$ cat src/rtl/ttfn_pkg.sv
package ttfn_pkg;

    // field widths
    localparam int POS_W  = 32;
    localparam int NRM_W  = 16;
    localparam int COL_W  = 24;
    localparam int LANES  = 9;
    localparam int IN_W   = LANES * POS_W;
    localparam int OUT_W  = 3 * POS_W + 3 * NRM_W + COL_W;

    // rounded divide by thirty: floor((v + 15 + 30*K) / 2 * inv15) - K
    localparam logic [33:0] DIV_BIAS  = 34'd4026531855;
    localparam logic [31:0] DIV_K     = 32'd134217728;
    localparam logic [31:0] DIV_MAGIC = 32'h88888889;
    localparam int          DIV_SHIFT = 35;

    // scene offsets in q16.16
    localparam logic [31:0] OFF_X = 32'd65536;
    localparam logic [31:0] OFF_Y = 32'd83558;
    localparam logic [31:0] OFF_Z = 32'hFFFE0000;

    // normal arithmetic
    localparam int MAG_W  = 30;
    localparam int SUM_W  = 62;
    localparam int ROOT_W = 31;
    localparam int REM_W  = 33;
    localparam int QUO_W  = 15;
    localparam int NORM_TOP = 29;

    // pipeline depths
    localparam int MAP_STAGES   = 3;
    localparam int CROSS_STAGES = 7;
    localparam int SQRT_STAGES  = ROOT_W;
    localparam int DIV_STAGES   = QUO_W + 2;
    localparam int NORM_LAT     = CROSS_STAGES + SQRT_STAGES + DIV_STAGES;

    // register indexes
    localparam logic [1:0] REG_RED   = 2'd0;
    localparam logic [1:0] REG_GREEN = 2'd1;
    localparam logic [1:0] REG_BLUE  = 2'd2;

    // normal job handed from cross product to normalizer
    typedef struct packed {
        logic [2:0]             neg;
        logic                   zero;
        logic [2:0][MAG_W-1:0]  mag;
        logic [SUM_W-1:0]       sum;
    } t_nrm_ctl;

    // output beat of a triangle
    typedef enum logic [2:0] {
        BEAT_A = 3'b001,
        BEAT_B = 3'b010,
        BEAT_C = 3'b100
    } t_beat;

endpackage

$ cat src/rtl/ttfn_ser.sv
module ttfn_ser (
    input  logic                                 i_clk,
    input  logic                                 i_rst_n,
    input  logic                                 i_valid,
    input  logic [8:0][ttfn_pkg::POS_W-1:0]      i_pos,
    input  logic [2:0][ttfn_pkg::NRM_W-1:0]      i_nrm,
    input  logic [ttfn_pkg::COL_W-1:0]           i_color,
    input  logic                                 i_m_tready,
    output logic                                 o_en,
    output logic                                 o_m_tvalid,
    output logic [ttfn_pkg::OUT_W-1:0]           o_m_tdata,
    output logic                                 o_m_tlast
);

    logic                   r_full;
    ttfn_pkg::t_beat        r_beat;
    logic [8:0][31:0]       r_pos;
    logic [2:0][15:0]       r_nrm;
    logic                   take;
    logic [2:0][31:0]       cur_pos;

    // pipeline moves when the holding register is empty or drains its last word
    assign take = !r_full || (i_m_tready && (r_beat == ttfn_pkg::BEAT_C));

    always_ff @(posedge i_clk) begin
        if (!i_rst_n) begin
            r_full <= 1'b0;
            r_beat <= ttfn_pkg::BEAT_A;
        end else if (take) begin
            r_full <= i_valid;
            r_beat <= ttfn_pkg::BEAT_A;
        end else if (i_m_tready) begin
            case (r_beat)
                ttfn_pkg::BEAT_A: r_beat <= ttfn_pkg::BEAT_B;
                ttfn_pkg::BEAT_B: r_beat <= ttfn_pkg::BEAT_C;
                default:          r_beat <= ttfn_pkg::BEAT_A;
            endcase
        end
    end

    always_ff @(posedge i_clk) begin
        if (take) begin
            r_pos <= i_pos;
            r_nrm <= i_nrm;
        end
    end

    // corner select
    always_comb begin
        case (r_beat)
            ttfn_pkg::BEAT_A: cur_pos = r_pos[2:0];
            ttfn_pkg::BEAT_B: cur_pos = r_pos[5:3];
            ttfn_pkg::BEAT_C: cur_pos = r_pos[8:6];
            default:          cur_pos = r_pos[2:0];
        endcase
    end

    assign o_en       = take;
    assign o_m_tvalid = r_full;
    assign o_m_tdata  = {i_color, r_nrm, cur_pos};
    assign o_m_tlast  = (r_beat == ttfn_pkg::BEAT_C);

endmodule

$ cat config.mk
export PLATFORM = sky130hd
export DESIGN_NAME = ttfn_ser
export DESIGN_NICKNAME = d
export VERILOG_FILES = /design/src/rtl/ttfn_pkg.sv /design/src/rtl/ttfn_ser.sv
export SDC_FILE = /design/constraint.sdc
export NUM_CORES = 1
export LEC_CHECK = 0
export BUFFER_PORTS_ARGS = -buffer_cell sky130_fd_sc_hd__clkbuf_2
export CORE_AREA = 5 5 207 289
export CTS_CLUSTER_SIZE = 14
export DETAILED_ROUTE_END_ITERATION = 8
export DIE_AREA = 0 0 212 294
export HOLD_SLACK_MARGIN = 0.05
export SLEW_MARGIN = 40
export SYNTH_ARGS = -nofsm -noshare
export SYNTH_HDL_FRONTEND = slang
export SYNTH_SLANG_ARGS = --single-unit
export TNS_END_PERCENT = 20
$ cat constraint.sdc
create_clock -name i_clk -period 7.6 [get_ports i_clk]
set_clock_uncertainty 0.2 [all_clocks]
set_input_delay 0.76 -clock i_clk [delete_from_list [all_inputs] [get_ports i_clk]]
set_output_delay 0.76 -clock i_clk [all_outputs]
set_load 0.005 [all_outputs]
==> impl_metrics.env, run 1 <==
export IMPL_power_frac_seq_pct=51.0
export IMPL_rsz_0062_raised_after_global_routing="no"
export IMPL_floorplan_die_area_sq_um=62300
export IMPL_route_vias_total=9878
export IMPL_die_w_um=212
export IMPL_cp_required_ps=6640
export IMPL_final_max_slew_viol_count=0
export IMPL_net_count_synth=1312
export IMPL_dr_first_iter_drc_count=582
export IMPL_leading_area_contributor_after_synthesis="sky130_fd_sc_hd__edfxtp_1"
export IMPL_globalRouteTotalUtil_pct=12.9
export IMPL_power_density_nw_per_um2=243
export IMPL_layout_common_cells="sky130_fd_sc_hd__clkbuf_2 (486), sky130_fd_sc_hd__edfxtp_1 (336), sky130_fd_sc_hd__o21bai_1 (97)"
export IMPL_detail_route_vias_per_cell=4.58
export IMPL_clock_tree_from_tritoncts="yes"
export IMPL_syn_avg_cell_area_sq_um=14.9
export IMPL_count_of_endpoints_failing_hold_in_the_final_timing_report=0
export IMPL_ant_nets=0
export IMPL_holdBufCountCts=0
export IMPL_worst_pin_slew_ps=821
export IMPL_peakVddDrop_mv=0.181
export IMPL_setup_total_negative_slack_ps=0
export IMPL_timing_max_cap_violations=0
export IMPL_cts_max_path_buffers=3
export IMPL_syn_to_layout_area_delta_pct=30.3
export IMPL_cts_repair_resize_count=0
export IMPL_worst_path_dominant_cell_family="buffers and inverters"
export IMPL_slew_headroom_pct=45.2
export IMPL_die_y_um=294
export IMPL_finalWorstPathRequiredPeriod_ps=4360
export IMPL_slowest_stage="sky130_fd_sc_hd__dfxtp_4"
export IMPL_max_freq_ghz=0.230
export IMPL_crit_path_frequent_cell="sky130_fd_sc_hd__buf_4"
export IMPL_ys_seq_area_share_pct=72.2
export IMPL_routed_wirelength_mm=42.8
export IMPL_power_internal_uw=3460
export IMPL_power_total_uw=4450
export IMPL_core_area_sq_um=57100
export IMPL_postSynthCellCount=948
export IMPL_synth_ff_latch_count=340
export IMPL_cts_repair_timing_setup_buffer_count=0
export IMPL_endpoint_kind="primary output"
export IMPL_timing_critical_path_buf_inv=3
export IMPL_wire_length_of_the_first_global_routing_pass_mm=62.4
export IMPL_antenna_violations_before_repair=14
export IMPL_synth_top_area_share_pct=71.7
export IMPL_start_util_pct=24.6
export IMPL_power_switching_uw=990
export IMPL_top_signal_layer_used="met5"
export IMPL_worst_setup_path_start_kind="flip-flop"
export IMPL_gpl_final_weighted_congestion=0.800
export IMPL_grt_overflow=0
export IMPL_ioPinCount=535
export IMPL_path_cells="buf_4 -> buf_4 -> o21ai_0 -> o311a_1 -> clkbuf_2"
export IMPL_detailedRoute_firstPassIterationCount=4
export IMPL_tritoncts_num_buffers=38
export IMPL_layout_commonest_cell="sky130_fd_sc_hd__clkbuf_2"
export IMPL_standard_cell_row_count=104
export IMPL_yosysUniqueCellTypes=24
export IMPL_via_count_of_the_first_global_routing_pass=10400
export IMPL_timing_final_setup_violations=0
export IMPL_cpPeakStageDelay_ps=700
export IMPL_clock_sinks=340
export IMPL_worstPathArrival_ps=3400
export IMPL_share_comb_of_total_power_pct=7.5
export IMPL_clk_transition_reported_paths_ps=70
export IMPL_clk_latency_ps=530
export IMPL_synth_top_cells_by_area="sky130_fd_sc_hd__edfxtp_1 (72%), sky130_fd_sc_hd__o311a_1 (6.8%), sky130_fd_sc_hd__o21bai_1 (5.2%)"
export IMPL_nets=1739
export IMPL_drt_drc_violations_left=0
export IMPL_critPathKind="reg2out"
export IMPL_critPathMaxFanout=75
export IMPL_period_share_pct=57.3
export IMPL_grt_start_max_net_pins=132
export IMPL_cts_root_buf="sky130_fd_sc_hd__clkbuf_16"
export IMPL_hold_class="in2reg"
export IMPL_htree_levels=2
export IMPL_numPortBuffers=486
export IMPL_wl_met2_mm=21.3
export IMPL_synthesis_area_sq_um=14100
export IMPL_m1WireLength_mm=15.5
export IMPL_outcome="complete, no violations"
export IMPL_routed_wire_length_per_instance_um=19.9
export IMPL_placed_wire_length_estimate_mm=29.2
export IMPL_warnings_synthesis=0
export IMPL_post_route_cells_drive_above_1_share_pct=40.2
export IMPL_dr_wl_met3_mm=3.45
export IMPL_total_leakage_power_uw=0.00697
export IMPL_power_switching_fraction_pct=22.2
export IMPL_clock_power_share_pct=41.5
## power groups by stage
stage | clock network [uW] | registers (uW) | logic, uW
floorplan | 0 | 2310 | 154
global placement | 0 | 2310 | 330
detailed placement | 0 | 2310 | 343
CTS | 1920 | 2270 | 344
global route | 1990 | 2280 | 368
finish | 1850 | 2270 | 336
## flip-flops by register name, indices dropped and copies added (netlist names)
signal,flops
r_pos,288
o_m_tdata,48
r_beat,3
o_m_tvalid,1
## final timing paths
path / startpoint / end / slack [ps] / depth (start not counted)
max: r_beat[2]$_SDFFE_PP0P_ / o_m_tdata[38] / 3240 / 5
min: i_pos[190] / r_pos[190]$_DFFE_PP_ / 190 / 1
max reg2reg: r_beat[2]$_SDFFE_PP0P_ / r_pos[41]$_DFFE_PP_ / 4090 / 4
min reg2reg: o_m_tvalid$_SDFFE_PN0P_ / r_beat[2]$_SDFFE_PP0P_ / 380 / 2
## worst register-to-register path, stage by stage (launching register included)
cell and delay [ps]:
sky130_fd_sc_hd__dfxtp_4 700, sky130_fd_sc_hd__nor3b_1 700, sky130_fd_sc_hd__a21bo_4 560, sky130_fd_sc_hd__buf_12 480, sky130_fd_sc_hd__buf_16 410
## final cells by class
class	instances	area, sq um
Sequential cell	340	10200
Inverter	2	7.51
Clock buffer	43	991
Fill cell	5665	38800
Antenna cell	12	30.0
Multi-Input combinational cell	495	3360
Clock inverter	25	249
Timing Repair Buffer	498	2590
Tap cell	742	928
## Yosys cell counts (all sizes together)
cell type / number
o311a: 96
o21ai: 96
a21oi: 2
nor2b: 96
nor2: 3
a21bo: 1
nor3: 96
clkbuf: 57
inv: 2
dfxtp: 4
edfxtp: 336
nand2: 1
a21boi: 1
buf: 54
or3b: 1
nand3b: 1
o21bai: 97
a2bb2oi: 1
nand2b: 2
nor3b: 1
## through the flow
step                      setup WS (ps)  hold WS [ps]  cell area (sq um)  util, %  cells
final                              3240           188              18300     32.1   2157
after global routing               2980           146              18300     32.1   2156
after floorplan                    1460           275              14100        -    948
after CTS                          3200           135              18300     32.1   2145
after detailed placement           3810           380              17100     29.9   2077
after global placement             3800           362              17000     29.8   2075
## kinds of logic (layout without fill, tap and decap cells)
logic type / Yosys count / in the layout / synth area share (%)
AOI/OAI and AO/OA: 294 / 294 / 15.7
buffers and inverters: 113 / 568 / 4.00
DFF: 340 / 340 / 72.2
other: 0 / 12 / 0
and+or+nand+nor: 201 / 201 / 8.10
## routing by layer
metal,global-route usage (%),up-vias
li1,-,4579
met1,14.0,4752
met2,21.8,398
met3,4.13,145
met4,8.19,4
met5,0,-
Power figures use the tool's default switching activity.
==> run 2: changes to the inputs <==
==> constraint.sdc (replaced) <==
create_clock -name i_clk -period 4 [get_ports i_clk]
set_clock_uncertainty 0.2 [all_clocks]
set_input_delay 0.4 -clock i_clk [delete_from_list [all_inputs] [get_ports i_clk]]
set_output_delay 0.4 -clock i_clk [all_outputs]
set_load 0.005 [all_outputs]
==> run 2 against run 1 <==
  * Critical path type unchanged
  * Worst setup slack worse by 2700 ps
  * Hold slack better by 170 ps
  * Clock power up 81%
  * Cell area up 19%
==> impl_metrics.env, run 2 (synthesized netlist as in run 1, its figures left out) <==
export IMPL_outcome="complete, no violations"
export IMPL_cp_required_ps=3400
export IMPL_dr_first_iter_drc_count=680
export IMPL_worst_setup_path_start_kind="flip-flop"
export IMPL_cts_max_path_buffers=3
export IMPL_wire_length_of_the_first_global_routing_pass_mm=71.6
export IMPL_numPortBuffers=486
export IMPL_count_of_endpoints_failing_hold_in_the_final_timing_report=0
export IMPL_timing_max_cap_violations=0
export IMPL_clk_transition_reported_paths_ps=70
export IMPL_htree_levels=2
export IMPL_ioPinCount=535
export IMPL_timing_final_setup_violations=0
export IMPL_stdcell_count=2501
export IMPL_clock_tree_from_tritoncts="yes"
export IMPL_critPathMaxFanout=60
export IMPL_layout_commonest_cell="sky130_fd_sc_hd__clkbuf_2"
export IMPL_finalWorstPathRequiredPeriod_ps=3410
export IMPL_clk_latency_ps=560
export IMPL_peakVddDrop_mv=0.388
export IMPL_worstPathArrival_ps=2810
export IMPL_period_share_pct=85.3
export IMPL_hold_slack_ps=353
export IMPL_num_fill_cells=5309
export IMPL_via_count_of_the_first_global_routing_pass=12700
export IMPL_slew_headroom_pct=52.2
export IMPL_globalRouteTotalUtil_pct=14.8
export IMPL_ant_nets=0
export IMPL_endpoint_kind="primary output"
export IMPL_floorplan_die_area_sq_um=62300
export IMPL_die_y_um=294
export IMPL_standard_cell_row_count=104
export IMPL_route_vias_total=11500
export IMPL_placed_wire_length_estimate_mm=31.4
export IMPL_cts_root_buf="sky130_fd_sc_hd__clkbuf_16"
export IMPL_clock_sinks=340
export IMPL_syn_to_layout_area_delta_pct=54.7
export IMPL_detail_route_vias_per_cell=4.59
export IMPL_detailedRoute_firstPassIterationCount=4
export IMPL_cts_repair_resize_count=0
export IMPL_power_density_nw_per_um2=395
export IMPL_placed_area_sq_um=17200
export IMPL_antenna_violations_before_repair=8
export IMPL_cts_repair_timing_setup_buffer_count=0
export IMPL_final_max_slew_viol_count=0
export IMPL_post_route_cells_drive_above_1_share_pct=32.2
export IMPL_power_total_uw=8610
export IMPL_nets=2088
export IMPL_routed_wire_length_per_instance_um=19.4
export IMPL_total_leakage_power_uw=0.00839
export IMPL_layout_common_cells="sky130_fd_sc_hd__clkbuf_2 (486), sky130_fd_sc_hd__dlygate4sd3_1 (341), sky130_fd_sc_hd__edfxtp_1 (336)"
export IMPL_max_freq_ghz=0.293
export IMPL_grt_start_max_net_pins=94
export IMPL_die_w_um=212
export IMPL_drt_drc_violations_left=0
export IMPL_routed_wirelength_mm=48.6
export IMPL_design_area_sq_um=21800
export IMPL_gpl_final_weighted_congestion=0.827
export IMPL_start_util_pct=24.6
export IMPL_placed_cells_incl_taps=2085
export IMPL_grt_overflow=0
export IMPL_rsz_0062_raised_after_global_routing="no"
export IMPL_critPathKind="reg2out"
export IMPL_top_register_by_number_of_flip_flops="r_pos"
export IMPL_worst_pin_slew_ps=717
export IMPL_hold_class="in2reg"
export IMPL_number_of_flip_flops_in_the_largest_register=288
export IMPL_core_area_sq_um=57100
export IMPL_tritoncts_num_buffers=37
-- run 2: cell count changes in the layout (fill, tap and decap cells not counted), moves of 4 or more --
cell	before	now
sky130_fd_sc_hd__buf_4	4	11
sky130_fd_sc_hd__clkinv_1	4	9
sky130_fd_sc_hd__clkinv_2	9	2
sky130_fd_sc_hd__clkinv_4	4	0
sky130_fd_sc_hd__buf_12	3	8
sky130_fd_sc_hd__dlygate4sd3_1	0	341
-- run 2: worst max-delay path: stages, from the launching register on --
cell and delay [ps]:
sky130_fd_sc_hd__dfxtp_4 780, sky130_fd_sc_hd__nand2b_4 690, sky130_fd_sc_hd__buf_12 350, sky130_fd_sc_hd__o311a_1 240, sky130_fd_sc_hd__clkbuf_2 130
-- run 2: routing by layer --
layer / share of wire (%) / track usage, % / up-vias
li1: - / - / 5283
met1: 36 / 15.7 / 5493
met2: 50 / 25.6 / 516
met3: 6.8 / 3.88 / 196
met4: 6.9 / 9.75 / 0
met5: 0 / 0 / -
-- run 2: power breakdown --
| group | internal, uW | switching [uW] | total, uW |
|---|---|---|---|
| clock | 1910 | 1450 | 3350 |
| combinational | 536 | 404 | 940 |
| sequential | 4210 | 109 | 4320 |
-- run 2: area by class of cell --
type | count | area [sq um] | share of cell area (%)
timing repair buffer | 848 | 6110 | 28.1
multi-input combinational | 495 | 3370 | 15.5
clock buffer | 44 | 952 | 4.37
inverter | 2 | 7.51 | 0.0345
tap | 742 | 928 | 4.26
antenna | 9 | 22.5 | 0.103
sequential | 340 | 10200 | 46.7
clock inverter | 21 | 206 | 0.948
-- run 2: final timing paths --
| path | depth (start not counted) | slack (ps) | start | endpoint |
|---|---|---|---|---|
| worst max-delay path | 4 | 590 | r_beat[0]$_SDFFE_PP1P_ | o_m_tdata[56] |
| worst max register to register | 5 | 1010 | r_beat[1]$_SDFFE_PP0P_ | r_beat[2]$_SDFFE_PP0P_ |
| worst min-delay path | 2 | 350 | i_pos[189] | r_pos[189]$_DFFE_PP_ |
| worst min register to register | 2 | 410 | o_m_tvalid$_SDFFE_PN0P_ | r_beat[1]$_SDFFE_PP0P_ |
-- run 2: what timing repair did --
action                     4_1_cts  5_1_grt
hold buffers                   341        0
hold endpoints to repair       339        0
setup endpoints to repair        0        0
-- run 2: stage by stage --
stage | utilization (%) | setup WS (ps) | setup TNS (ps)
after floorplan | - | -107 | -16600
after global placement | 30.1 | 1150 | 0
after detailed placement | 30.1 | 1130 | 0
after CTS | 38.1 | 522 | 0
final | 38.1 | 589 | 0
after global routing | 38.1 | 413 | 0
